## src/hw/rtl/ecf_pkg.sv

```systemverilog
// ============================================================================
// ecf_pkg : Euler circuit finder package
// Shared sizes, configuration register indexes and payload types.
// ============================================================================
package ecf_pkg;

    localparam int MAX_VERTICES = 8;
    localparam int STACK_DEPTH  = 32;
    localparam int RESULT_CAP   = 29;

    localparam int ROW_W   = 8;
    localparam int VERT_W  = 3;
    localparam int NV_W    = 4;
    localparam int ADJ_AW  = $clog2(MAX_VERTICES);
    localparam int STK_AW  = $clog2(STACK_DEPTH);
    localparam int DEPTH_W = STK_AW + 1;
    localparam int RES_AW  = $clog2(RESULT_CAP);
    localparam int CNT_W   = $clog2(RESULT_CAP + 1);
    localparam int CFG_W   = 4;

    localparam logic [0:0] CFG_VERTEX_COUNT = 1'b0;
    localparam logic [0:0] CFG_START_VERTEX = 1'b1;

    localparam logic [NV_W-1:0] VERTEX_COUNT_RST = 4'd8;

    typedef struct packed {
        logic [VERT_W-1:0] row_index;
        logic [ROW_W-1:0]  row_bits;
        logic              last_row;
    } row_t;

    typedef struct packed {
        logic [VERT_W-1:0] vertex;
        logic              found;
        logic              final_res;
    } result_t;

endpackage

```

## src/hw/rtl/euler_circuit_finder_top.sv

```systemverilog
// ============================================================================
// euler_circuit_finder_top : Hierholzer Euler circuit finder
// Stores adjacency rows, checks vertex degrees, walks the circuit with a
// stack held in memory and streams the circuit vertices out.
// ============================================================================
// Rows load at one transaction per cycle while the finder is idle; rows without last_row give nothing.
// After the last row: a read and an evaluate step per vertex for the degree check, then
// the pushes and pops of the walk (adjacency memory read-modify-write
// through one read and one write port), then each result is read and loaded, held while the output stalls.
// A fail result goes from the S_FAIL state into the result register once the output is free.
// Reset: asynchronous, active low; vertex_count 8, start_vertex 0; memories kept.
module euler_circuit_finder_top (
    input  logic                        clk,
    input  logic                        rst_n,
    input  logic                        row_valid,
    output logic                        row_ready,
    input  ecf_pkg::row_t               row,
    output logic                        result_valid,
    input  logic                        result_ready,
    output ecf_pkg::result_t            result,
    input  logic                        cfg_we,
    input  logic [0:0]                  cfg_index,
    input  logic [ecf_pkg::CFG_W-1:0]   cfg_data
);

    typedef enum logic [3:0] {
        S_IDLE,
        S_CHK_RD,
        S_CHK_EV,
        S_WALK_RD,
        S_WALK_EV,
        S_WALK_NB,
        S_POP,
        S_OUT_RD,
        S_OUT_LD,
        S_FAIL
    } state_t;

    function automatic logic [ecf_pkg::ROW_W-1:0] vbit(input logic [ecf_pkg::VERT_W-1:0] v);
        return ecf_pkg::ROW_W'(1) << v;
    endfunction

    function automatic logic [ecf_pkg::NV_W-1:0] popcnt(input logic [ecf_pkg::ROW_W-1:0] x);
        logic [ecf_pkg::NV_W-1:0] c;
        c = '0;
        for (int b = 0; b < ecf_pkg::ROW_W; b++)
        begin
            c = c + ecf_pkg::NV_W'(x[b]);
        end
        return c;
    endfunction

    function automatic logic [ecf_pkg::VERT_W-1:0] lowbit(input logic [ecf_pkg::ROW_W-1:0] x);
        logic [ecf_pkg::VERT_W-1:0] j;
        j = '0;
        for (int b = ecf_pkg::ROW_W - 1; b >= 0; b--)
        begin
            if (x[b])
            begin
                j = ecf_pkg::VERT_W'(b);
            end
        end
        return j;
    endfunction

    // memories
    logic [ecf_pkg::ROW_W-1:0]  adj_mem [ecf_pkg::MAX_VERTICES];
    logic [ecf_pkg::VERT_W-1:0] stk_mem [ecf_pkg::STACK_DEPTH];
    logic [ecf_pkg::VERT_W-1:0] res_mem [ecf_pkg::RESULT_CAP];

    logic                         adj_we;
    logic [ecf_pkg::ADJ_AW-1:0]   adj_waddr, adj_raddr;
    logic [ecf_pkg::ROW_W-1:0]    adj_wdata, adj_rdata_reg;
    logic                         stk_we;
    logic [ecf_pkg::STK_AW-1:0]   stk_waddr, stk_raddr;
    logic [ecf_pkg::VERT_W-1:0]   stk_wdata, stk_rdata_reg;
    logic                         res_we;
    logic [ecf_pkg::RES_AW-1:0]   res_waddr, res_raddr;
    logic [ecf_pkg::VERT_W-1:0]   res_wdata, res_rdata_reg;

    always_ff @(posedge clk)
    begin
        if (adj_we)
        begin
            adj_mem[adj_waddr] <= adj_wdata;
        end
        adj_rdata_reg <= adj_mem[adj_raddr];
    end

    always_ff @(posedge clk)
    begin
        if (stk_we)
        begin
            stk_mem[stk_waddr] <= stk_wdata;
        end
        stk_rdata_reg <= stk_mem[stk_raddr];
    end

    always_ff @(posedge clk)
    begin
        if (res_we)
        begin
            res_mem[res_waddr] <= res_wdata;
        end
        res_rdata_reg <= res_mem[res_raddr];
    end

    // control state
    state_t                        state_reg, state_next;
    logic [ecf_pkg::NV_W-1:0]      vcount_reg, vcount_next;
    logic [ecf_pkg::VERT_W-1:0]    start_reg, start_next;
    logic [ecf_pkg::VERT_W-1:0]    idx_reg, idx_next;
    logic [ecf_pkg::VERT_W-1:0]    top_reg, top_next;
    logic [ecf_pkg::VERT_W-1:0]    nbr_reg, nbr_next;
    logic [ecf_pkg::DEPTH_W-1:0]   depth_reg, depth_next;
    logic [ecf_pkg::CNT_W-1:0]     cnt_reg, cnt_next;
    logic [ecf_pkg::CNT_W-1:0]     oidx_reg, oidx_next;
    logic                          result_valid_reg, result_valid_next;
    ecf_pkg::result_t              result_reg, result_next;

    logic [ecf_pkg::NV_W-1:0]      nv;
    logic [ecf_pkg::ROW_W-1:0]     colmask;
    logic [ecf_pkg::ROW_W-1:0]     cand;
    logic [ecf_pkg::NV_W-1:0]      deg;
    logic                          out_free;

    always_comb
    begin
        if (vcount_reg == '0)
        begin
            nv = ecf_pkg::NV_W'(1);
        end
        else if (vcount_reg > ecf_pkg::NV_W'(ecf_pkg::MAX_VERTICES))
        begin
            nv = ecf_pkg::NV_W'(ecf_pkg::MAX_VERTICES);
        end
        else
        begin
            nv = vcount_reg;
        end
        for (int b = 0; b < ecf_pkg::ROW_W; b++)
        begin
            colmask[b] = (ecf_pkg::NV_W'(b) < nv);
        end
    end

    assign cand     = adj_rdata_reg & colmask & ~vbit(top_reg);
    assign deg      = popcnt(adj_rdata_reg & colmask);
    assign out_free = !result_valid_reg || result_ready;

    assign row_ready    = (state_reg == S_IDLE);
    assign result_valid = result_valid_reg;
    assign result       = result_reg;

    always_comb
    begin
        state_next        = state_reg;
        vcount_next       = vcount_reg;
        start_next        = start_reg;
        idx_next          = idx_reg;
        top_next          = top_reg;
        nbr_next          = nbr_reg;
        depth_next        = depth_reg;
        cnt_next          = cnt_reg;
        oidx_next         = oidx_reg;
        result_valid_next = result_valid_reg;
        result_next       = result_reg;
        adj_we    = 1'b0;
        adj_waddr = '0;
        adj_wdata = '0;
        adj_raddr = '0;
        stk_we    = 1'b0;
        stk_waddr = '0;
        stk_wdata = '0;
        stk_raddr = '0;
        res_we    = 1'b0;
        res_waddr = '0;
        res_wdata = '0;
        res_raddr = '0;

        if (cfg_we)
        begin
            unique case (cfg_index)
                ecf_pkg::CFG_VERTEX_COUNT: vcount_next = cfg_data;
                ecf_pkg::CFG_START_VERTEX: start_next  = cfg_data[ecf_pkg::VERT_W-1:0];
                default: ;
            endcase
        end

        if (result_valid_reg && result_ready)
        begin
            result_valid_next = 1'b0;
        end

        unique case (state_reg)
            S_IDLE:
            begin
                if (row_valid)
                begin
                    adj_we    = 1'b1;
                    adj_waddr = row.row_index;
                    adj_wdata = row.row_bits;
                    if (row.last_row)
                    begin
                        idx_next   = '0;
                        state_next = S_CHK_RD;
                    end
                end
            end
            S_CHK_RD:
            begin
                adj_raddr  = idx_reg;
                state_next = S_CHK_EV;
            end
            S_CHK_EV:
            begin
                if (deg == '0 || deg[0])
                begin
                    state_next = S_FAIL;
                end
                else if (ecf_pkg::NV_W'(idx_reg) + ecf_pkg::NV_W'(1) == nv)
                begin
                    if (ecf_pkg::NV_W'(start_reg) >= nv)
                    begin
                        state_next = S_FAIL;
                    end
                    else
                    begin
                        stk_we     = 1'b1;
                        stk_waddr  = '0;
                        stk_wdata  = start_reg;
                        top_next   = start_reg;
                        depth_next = ecf_pkg::DEPTH_W'(1);
                        cnt_next   = '0;
                        state_next = S_WALK_RD;
                    end
                end
                else
                begin
                    idx_next   = idx_reg + ecf_pkg::VERT_W'(1);
                    state_next = S_CHK_RD;
                end
            end
            S_WALK_RD:
            begin
                adj_raddr  = top_reg;
                state_next = S_WALK_EV;
            end
            S_WALK_EV:
            begin
                if (cand != '0)
                begin
                    // clear u->j now, fetch row j for the mirror bit
                    adj_we     = 1'b1;
                    adj_waddr  = top_reg;
                    adj_wdata  = adj_rdata_reg & ~vbit(lowbit(cand));
                    adj_raddr  = lowbit(cand);
                    nbr_next   = lowbit(cand);
                    state_next = S_WALK_NB;
                end
                else if (cnt_reg >= ecf_pkg::CNT_W'(ecf_pkg::RESULT_CAP))
                begin
                    state_next = S_FAIL;
                end
                else
                begin
                    res_we     = 1'b1;
                    res_waddr  = cnt_reg[ecf_pkg::RES_AW-1:0];
                    res_wdata  = top_reg;
                    cnt_next   = cnt_reg + ecf_pkg::CNT_W'(1);
                    depth_next = depth_reg - ecf_pkg::DEPTH_W'(1);
                    if (depth_reg == ecf_pkg::DEPTH_W'(1))
                    begin
                        oidx_next  = '0;
                        state_next = S_OUT_RD;
                    end
                    else
                    begin
                        stk_raddr  = ecf_pkg::STK_AW'(depth_reg - ecf_pkg::DEPTH_W'(2));
                        state_next = S_POP;
                    end
                end
            end
            S_WALK_NB:
            begin
                adj_we    = 1'b1;
                adj_waddr = nbr_reg;
                adj_wdata = adj_rdata_reg & ~vbit(top_reg);
                if (depth_reg >= ecf_pkg::DEPTH_W'(ecf_pkg::STACK_DEPTH))
                begin
                    state_next = S_FAIL;
                end
                else
                begin
                    stk_we     = 1'b1;
                    stk_waddr  = depth_reg[ecf_pkg::STK_AW-1:0];
                    stk_wdata  = nbr_reg;
                    depth_next = depth_reg + ecf_pkg::DEPTH_W'(1);
                    top_next   = nbr_reg;
                    state_next = S_WALK_RD;
                end
            end
            S_POP:
            begin
                top_next   = stk_rdata_reg;
                state_next = S_WALK_RD;
            end
            S_OUT_RD:
            begin
                res_raddr  = oidx_reg[ecf_pkg::RES_AW-1:0];
                state_next = S_OUT_LD;
            end
            S_OUT_LD:
            begin
                // hold the read address so a stalled output keeps its entry
                res_raddr = oidx_reg[ecf_pkg::RES_AW-1:0];
                if (out_free)
                begin
                    result_valid_next     = 1'b1;
                    result_next.vertex    = res_rdata_reg;
                    result_next.found     = 1'b1;
                    result_next.final_res = (oidx_reg + ecf_pkg::CNT_W'(1) == cnt_reg);
                    if (oidx_reg + ecf_pkg::CNT_W'(1) == cnt_reg)
                    begin
                        state_next = S_IDLE;
                    end
                    else
                    begin
                        oidx_next  = oidx_reg + ecf_pkg::CNT_W'(1);
                        state_next = S_OUT_RD;
                    end
                end
            end
            S_FAIL:
            begin
                depth_next = '0;
                if (out_free)
                begin
                    result_valid_next     = 1'b1;
                    result_next.vertex    = '0;
                    result_next.found     = 1'b0;
                    result_next.final_res = 1'b1;
                    state_next            = S_IDLE;
                end
            end
            default:
            begin
                state_next = S_IDLE;
            end
        endcase
    end

    always_ff @(posedge clk or negedge rst_n)
    begin
        if (!rst_n)
        begin
            state_reg        <= S_IDLE;
            vcount_reg       <= ecf_pkg::VERTEX_COUNT_RST;
            start_reg        <= '0;
            depth_reg        <= '0;
            result_valid_reg <= 1'b0;
        end
        else
        begin
            state_reg        <= state_next;
            vcount_reg       <= vcount_next;
            start_reg        <= start_next;
            depth_reg        <= depth_next;
            result_valid_reg <= result_valid_next;
        end
    end

    always_ff @(posedge clk)
    begin
        idx_reg    <= idx_next;
        top_reg    <= top_next;
        nbr_reg    <= nbr_next;
        cnt_reg    <= cnt_next;
        oidx_reg   <= oidx_next;
        result_reg <= result_next;
    end

    // checks
    a_depth_bound: assert property (@(posedge clk) disable iff (!rst_n)
        depth_reg <= ecf_pkg::DEPTH_W'(ecf_pkg::STACK_DEPTH))
        else $error("stack depth beyond capacity");

    a_idle_empty: assert property (@(posedge clk) disable iff (!rst_n)
        row_ready |-> depth_reg == '0)
        else $error("stack not empty while taking rows");

    a_fail_shape: assert property (@(posedge clk) disable iff (!rst_n)
        result_valid && !result.found |-> result.final_res && result.vertex == '0)
        else $error("malformed fail result");

    a_walk_has_top: assert property (@(posedge clk) disable iff (!rst_n)
        (state_reg == S_WALK_RD || state_reg == S_WALK_NB) |-> depth_reg != '0)
        else $error("walk step with empty stack");

    a_load_gated: assert property (@(posedge clk) disable iff (!rst_n)
        result_valid && !result_ready |=> $stable(result_reg) || !result_valid_reg)
        else $error("pending result overwritten");

endmodule

```

## config.mk

```make
export PLATFORM = sky130hd
export DESIGN_NAME = euler_circuit_finder_top
export DESIGN_NICKNAME = d
export VERILOG_FILES = /design/src/hw/rtl/ecf_pkg.sv /design/src/hw/rtl/euler_circuit_finder_top.sv
export SDC_FILE = /design/constraint.sdc
export NUM_CORES = 1
export LEC_CHECK = 0
export ABC_AREA = 1
export BUFFER_PORTS_ARGS = -buffer_cell sky130_fd_sc_hd__buf_2
export CAP_MARGIN = 10
export CORE_MARGIN = 2
export CORE_UTILIZATION = 57
export CTS_CLUSTER_SIZE = 8
export DETAILED_ROUTE_END_ITERATION = 8
export PLACE_DENSITY = 0.76
export SETUP_SLACK_MARGIN = 0.2
export SYNTH_ARGS = -nofsm -noshare
export SYNTH_HDL_FRONTEND = slang
export SYNTH_SLANG_ARGS = --single-unit
```

## constraint.sdc

```tcl
create_clock -name clk -period 4.5 [get_ports clk]
set_input_delay 0.45 -clock clk [delete_from_list [all_inputs] [get_ports clk]]
set_output_delay 0.45 -clock clk [all_outputs]
set_load 0.01 [all_outputs]
```

==> metrics.md, run 1 <==
| Metric | Value |
|---|---|
| Gr usage total | 25.3% |
| Comb power frac | 31.1% |
| Final ANT Viol Nets | 0 |
| Biggest register | stk_mem |
| Clock Sinks | 303 |
| Cells after DPL | 1842 |
| Post-synth top area share | 55.5% |
| Reg power frac | 38.1% |
| Maximum fanout along the worst path | 6 |
| Most used DFF post-synth | edfxtp_1 |
| Starting Density | 58.1% |
| Min Clock Period, post-route | 4.39 ns |
| Synthesis-stage register bit count | 303 |
| Clock-pin slew on the worst setup and hold paths | 0.05 ns |
| Initial antenna violation count | 0 |
| Worst Path Arrival | 4.83 ns |
| Slew @ Worst Pin | 1.06 ns |
| Fin cells | 1938 |
| CP max stage delay | 0.55 ns |
| Min-delay worst type | primary input to register |
| DR vias/cell | 5.62 |
| IO Pins | 29 |
| Worst path required time | 4.94 ns |
| Row cnt | 58 |
| N_diodes | 0 |
| CTS Buffer Depth | 3 |
| Clock power frac | 30.8% |
| Top flop regs | stk_mem x96, res_mem x87, adj_mem x64 |
| Min Hold Slack | 0.126 ns |
| Synth Net Count | 1551 |
| Register area share after synthesis | 60.5% |
| Fraction of layout cells with a size suffix above 1 | 12.5% |
| # setup viols final | 0 |
| IO buf count | 28 |
| Worst-Skew Late Latency | 0.53 ns |
| Int Pwr | 6320 uW |
| Die span in y | 164 um |
| Yosys warnings | 0 |
| Design Area, Final | 0.0169 mm2 |
| Leakage power | 0.00676 uW |
| Post-route DRC violation count | 0 |
| Cell Area, Synth | 0.0147 mm2 |
| Root cell of the clock tree | clkbuf_16 |
| CTS Buf Count | 43 |
| CP bufs+invs | 5 |
| Sw frac | 34.3% |
| Total gr overflow | 0 |
| Vias | 10900 |
| Max IR drop VDD | 0.000365 V |
| Worst setup EP type | register |
| Count of final hold-check violations | 0 |
| Final WL | 33.8 mm |
| CP Cell Sequence | nor2_4, nand2_2, nand2_2, fa_1, fa_1, fa_1, inv_2, ha_4, inv_2, fa_2, o21ai_1, a21oi_1, or2_4, buf_6, o21ai_4, nand2_4, buf_6, nor3_4, buf_6, nand2_1, o21ai_1 |
| Yosys top cell by area | edfxtp_1 |
| DIE AREA | 0.0270 mm2 |
| Delay-heaviest family, CP | adder cells |
| Nets@finish | 1616 |
| DR pass1 iterations | 6 |
| First-pass GRT wire length | 52.8 mm |
| Fmax | 228 MHz |
| Count of flip-flops with a built-in enable after synthesis | 271 |
| RSZ-0062 raised after global routing | true |
| CTS tree | done |
| RD Place Congestion | 0.922 |
| Slew Viols, Final | 0 |
| Synth top area cells | edfxtp_1 (55%), nand2_1 (8.2%), nand3_1 (6.4%) |
| Iteration-0 DRC Markers | 1033 |
| WS Path Type | register to register |
| Largest net degree at the start of global routing | 49 |
| Die width | 164 um |
| Top-count cell post-synth | nand2_1 |
| Post-Route Skew | 0.0195 ns |
| Total of max-cap violations | 0 |
| Mapped Cells | 1508 |
| Count of cell types in the netlist | 50 |
| Tcrit/Tclk final | 97.7% |
| CP max stage cell | dfstp_2 |
| CP Launch Type | register |
| WL/cell | 17.4 um |
| Fin Setup TNS | 0 ns |
| Psw | 3300 uW |
| Core ar. | 0.0253 mm2 |
| Synth cell count leaders | nand2_1 (321), edfxtp_1 (271), inv_1 (214) |
| Max reg flops | 96 |
| Syn_area_per_cell | 9.73 um2 |
| Cell Pwr Density | 570 mW/mm2 |
| Relative slew slack | 29.4% |
| Vias in the first global route | 10400 |
| Fraction of registers with async set/reset | 5.94% |
| Placed cell areas | 0.0152 mm2 |
| H-tree lvl count | 2 |
| Hpwl dp | 21.6 mm |
| Status | completed |
| Layout overhead on the synthesized area | 15.2% |
## per-stage QoR
| step | total power (uW) | worst slack, ns | utilization [%] |
|---|---|---|---|
| after detailed placement | 6310 | -0.0641 | 60.3 |
| after global placement | 6240 | 0.0351 | 60.3 |
| after CTS | 9470 | 0.112 | 66.1 |
| after global routing | 10100 | -0.0126 | 66.9 |
| after floorplan | 5520 | 0.152 | - |
| final | 9620 | 0.105 | 66.9 |
## kinds of logic (layout without fill, tap and decap cells)
logic type / Yosys count / after routing / synth area share (%)
simple gates: 761 / 761 / 23.6
xor+xnor: 13 / 13 / 0.776
flops: 303 / 303 / 60.5
fa+ha+maj: 21 / 21 / 2.00
buf+inv: 279 / 379 / 7.60
compound gates: 131 / 131 / 5.58
## power by group through the flow
stage	clock, uW	sequential (uW)	combinational, uW
final	2960	3670	2990
after global routing	3110	3700	3300
after CTS	2990	3660	2820
after detailed placement	0	3700	2610
after global placement	0	3700	2540
after floorplan	0	3620	1900
## cell usage in the layout (no fill, tap or decap), drive strengths merged
cell	Yosys	final
ha	17	17
and2	1	1
xor2	10	10
nand2	331	331
o211ai	26	26
nor2	151	151
a21oi	16	16
dlygate4sd3	0	1
o22ai	11	11
clkinv	4	5
o21ai	52	52
a22oi	3	3
a31oi	4	4
edfxtp	271	271
o31ai	2	2
a211oi	6	6
nand4	7	7
nand3b	33	33
dfstp	1	1
o221ai	1	1
or2	27	27
dfrtp	17	17
o221a	1	1
clkbuf	18	80
nor3	19	19
nor4	1	1
nand3	191	191
buf	31	66
fa	4	4
o311ai	7	7
dfxtp	14	14
inv	226	227
xnor2	3	3
a21boi	2	2
## area by class of cell
class,count,area (um2)
Clock buffer,78,1230
Clock inverter,2,25.0
Fill cell,1895,8360
Inverter,230,868
Multi-Input combinational cell,926,4880
Sequential cell,303,8870
Tap cell,330,413
Timing Repair Buffer,69,609
## worst reg2reg max path, delay by kind of cell (launching register included)
| kind | cells | cell delay, ns |
|---|---|---|
| fa+ha+maj | 5 | 2.05 |
| simple gates | 7 | 0.79 |
| flops | 1 | 0.55 |
| buf+inv | 5 | 0.51 |
| compound gates | 4 | 0.40 |
## worst paths after layout
| kind | cells past startpoint | start | end | slack, ns |
|---|---|---|---|---|
| min in group asynchronous | 2 | rst_n | result_valid | 0.40 |
| max in group asynchronous | 2 | rst_n | vcount_reg[3] | 3.76 |
| setup / recovery | 21 | vcount_reg[3] | depth_reg[4] | 0.11 |
| setup reg to reg | 21 | vcount_reg[3] | depth_reg[4] | 0.11 |
| hold reg to reg | 2 | res_rdata_reg[1] | result[3] | 0.53 |
| hold / removal | 2 | result_ready | result_valid | 0.13 |
## repair_timing
item / in CTS / in global routing
setup endpoints to repair: 129 / 134
buffers inserted: 6 / 2
cloned: 3 / 4
hold buffers: 1 / 0
resized for setup: 39 / 22
endpoints found under the hold margin: 17 / 0
pin swaps: 12 / 12
## routing by layer
metal / track usage, % / wire, um / vias to the layer above
li1: - / - / 5186
met5: 0 / 0 / -
met2: 44.0 / 16900 / 451
met4: 10.0 / 1160 / 0
met3: 3.99 / 2350 / 92
met1: 31.9 / 13400 / 5155
Note: power is estimated with default switching activity, not from simulation.
==> run 2: changes to the inputs <==
CORE_UTILIZATION = 43   (was 57)
PLACE_DENSITY = default   (was 0.76)
==> metrics.md, run 2 (synthesized netlist as in run 1, its figures left out) <==
| Metric | Value |
|---|---|
| Status | completed (unchanged) |
| Layout overhead on the synthesized area | 15.9% (was 15.2%) |
| Reg2reg setup slack | 0.19 ns (was 0.11 ns) |
| Min-delay worst type | primary input to register (unchanged) |
| Tcrit/Tclk final | 95.9% (was 97.7%) |
| Initial antenna violation count | 0 (unchanged) |
| DR pass1 iterations | 6 (unchanged) |
| Placed cell areas | 0.0154 mm2 (was 0.0152 mm2) |
| Count of final hold-check violations | 0 (unchanged) |
| CP Cell Sequence | nor2_4, nand2_2, nand2_2, fa_1, fa_1, fa_1, inv_2, ha_4, inv_2, fa_2, o21ai_1, a21oi_1, or2_4, buf_6, o21ai_2, nand2_2, buf_6, nor3_4, buf_6, o21ai_0 (was nor2_4, nand2_2, nand2_2, fa_1, fa_1, fa_1, inv_2, ha_4, inv_2, fa_2, o21ai_1, a21oi_1, or2_4, buf_6, o21ai_4, nand2_4, buf_6, nor3_4, buf_6, nand2_1, o21ai_1) |
| CP Launch Type | register (unchanged) |
| Reg power frac | 38.1% (about the same) |
| Max IR drop VDD | 0.000327 V (was 0.000365 V) |
| Clock power frac | 30.6% (was 30.8%) |
| Maximum fanout along the worst path | 6 (unchanged) |
| Root cell of the clock tree | clkbuf_16 (unchanged) |
| Leakage power | 0.00675 uW (was 0.00676 uW) |
| Top flop regs | stk_mem x96, res_mem x87, adj_mem x64 (unchanged) |
| Int Pwr | 6320 uW (about the same) |
| Total gr overflow | 0 (unchanged) |
| N_diodes | 0 (unchanged) |
| Vias in the first global route | 10300 (was 10400) |
| Clock-pin slew on the worst setup and hold paths | 0.06 ns (was 0.05 ns) |
| Final WL | 35.2 mm (was 33.8 mm) |
| Psw | 3280 uW (was 3300 uW) |
| Final ANT Viol Nets | 0 (unchanged) |
| Iteration-0 DRC Markers | 799 (was 1033) |
| Post-Route Skew | 0.0160 ns (was 0.0195 ns) |
| Core ar. | 0.0335 mm2 (was 0.0253 mm2) |
| WS Path Type | register to register (unchanged) |
| Gr usage total | 19.8% (was 25.3%) |
| CP max stage cell | dfstp_2 (unchanged) |
| Cell Pwr Density | 565 mW/mm2 (was 570 mW/mm2) |
| Row cnt | 67 (was 58) |
| CTS tree | done (unchanged) |
| Slew @ Worst Pin | 1.05 ns (was 1.06 ns) |
| DIE AREA | 0.0356 mm2 (was 0.0270 mm2) |
| DR vias/cell | 5.17 (was 5.62) |
| WL/cell | 17.1 um (was 17.4 um) |
| Worst-Skew Late Latency | 0.54 ns (was 0.53 ns) |
| CP max stage delay | 0.55 ns (about the same) |
| # setup viols final | 0 (unchanged) |
| RSZ-0062 raised after global routing | true (unchanged) |
| Sw frac | 34.2% (was 34.3%) |
| Min Clock Period, post-route | 4.31 ns (was 4.39 ns) |
| Reg2reg path depth | 20 (was 21) |
| Fraction of layout cells with a size suffix above 1 | 13.0% (was 12.5%) |
| Worst Path Arrival | 4.72 ns (was 4.83 ns) |
| Hold path depth | 2 (unchanged) |
| Vias | 10600 (was 10900) |
| RD Place Congestion | 0.868 (was 0.922) |
| Starting Density | 43.7% (was 58.1%) |
| Nets@finish | 1621 (was 1616) |
| Slew Viols, Final | 0 (unchanged) |
| Overall Power | 9610 uW (was 9620 uW) |
| Design Area, Final | 0.0170 mm2 (was 0.0169 mm2) |
| H-tree lvl count | 2 (unchanged) |
| Commonest non-fill, non-tap cell in the layout | nand2_1 (unchanged) |
| Relative slew slack | 29.2% (was 29.4%) |
| Die span in y | 189 um (was 164 um) |
| Post-route DRC violation count | 0 (unchanged) |
| Die width | 189 um (was 164 um) |
| Commonest cells after routing, fill and taps aside | nand2_1 (311), edfxtp_1 (271), inv_1 (209) (was nand2_1 (312), edfxtp_1 (271), inv_1 (208)) |
| CTS Buf Count | 43 (unchanged) |
| IO Pins | 29 (unchanged) |
| Worst path required time | 4.91 ns (was 4.94 ns) |
| Clock Sinks | 303 (unchanged) |
| Largest net degree at the start of global routing | 49 (unchanged) |
| Biggest register | stk_mem (unchanged) |
| Worst setup EP type | register (unchanged) |
| Hpwl dp | 22.8 mm (was 21.6 mm) |
| Fmax | 232 MHz (was 228 MHz) |
| Total of max-cap violations | 0 (unchanged) |
| Max reg flops | 96 (unchanged) |
| First-pass GRT wire length | 55.4 mm (was 52.8 mm) |
| Comb power frac | 31.3% (was 31.1%) |
| CTS Buffer Depth | 3 (unchanged) |
| IO buf count | 28 (unchanged) |
==> run 2: cell count changes in the layout (fill, tap and decap cells not counted), moves of 2 or more <==
cell	before	now
nand2_2	15	18
nor2_2	3	5
nor2_1	139	137
buf_16	2	0
buf_6	9	7
clkbuf_1	34	26
buf_4	23	32
nand2_4	3	1
==> run 2: layout make-up <==
cell class / count / area, um2
Inverter: 230 / 868
Sequential cell: 303 / 8870
Multi-Input combinational cell: 926 / 4870
Clock buffer: 70 / 1200
Clock inverter: 2 / 25.0
Fill cell: 3077 / 16500
Tap cell: 448 / 561
Timing Repair Buffer: 74 / 604
==> run 2: timing repair <==
item	4_1_cts	5_1_grt
setup buffers	3	4
hold buffers	1	0
cloned	0	6
setup endpoints to repair	110	135
pin swaps	8	8
gates resized for setup	19	34
endpoints found under the hold margin	17	0
==> run 2: worst max-delay path, delay by kind of cell, from the launching register on <==
| kind | cells | cell delay, ns |
|---|---|---|
| AND/OR/NAND/NOR | 6 | 0.75 |
| adder cells (fa/ha/maj) | 5 | 2.04 |
| buffers and inverters | 5 | 0.52 |
| flip-flops | 1 | 0.55 |
| AO/OA/AOI/OAI | 4 | 0.32 |
==> run 2: metal layers <==
layer	routed length (um)	up-vias	GRT usage, %
met3	1670	70	3.30
met5	0	-	0
met1	15500	5071	26.1
met4	903	0	6.16
met2	17100	271	33.6
li1	-	5194	-
==> run 2: power by group through the flow <==
stage | Clock (uW) | Sequential [uW] | Combinational (uW)
finish | 2930 | 3660 | 3010
global route | 3110 | 3690 | 3380
CTS | 3000 | 3650 | 2830
detailed placement | 0 | 3700 | 2660
global placement | 0 | 3700 | 2630
floorplan | 0 | 3620 | 1900
==> run 2: final timing paths <==
check,endpoint,from
worst min-delay path,result_valid,result_ready
worst min register to register,result[4],res_rdata_reg[2]
worst max register to register,depth_reg[5],vcount_reg[3]
max in group asynchronous,vcount_reg[3],rst_n
min in group asynchronous,result_valid,rst_n
worst max-delay path,depth_reg[5],vcount_reg[3]
==> run 2: through the flow <==
step	setup TNS (ns)	worst slack [ns]	std cells	hold slack (ns)	utilization, %
after floorplan	0	0.152	1508	0.154	-
after global placement	0	0.00179	1967	0.420	46.0
after detailed placement	-0.349	-0.0882	1967	0.425	46.0
after CTS	0	0.167	2043	0.0941	49.9
after global routing	0	0.0219	2053	0.136	50.7
final	0	0.186	2053	0.112	50.7
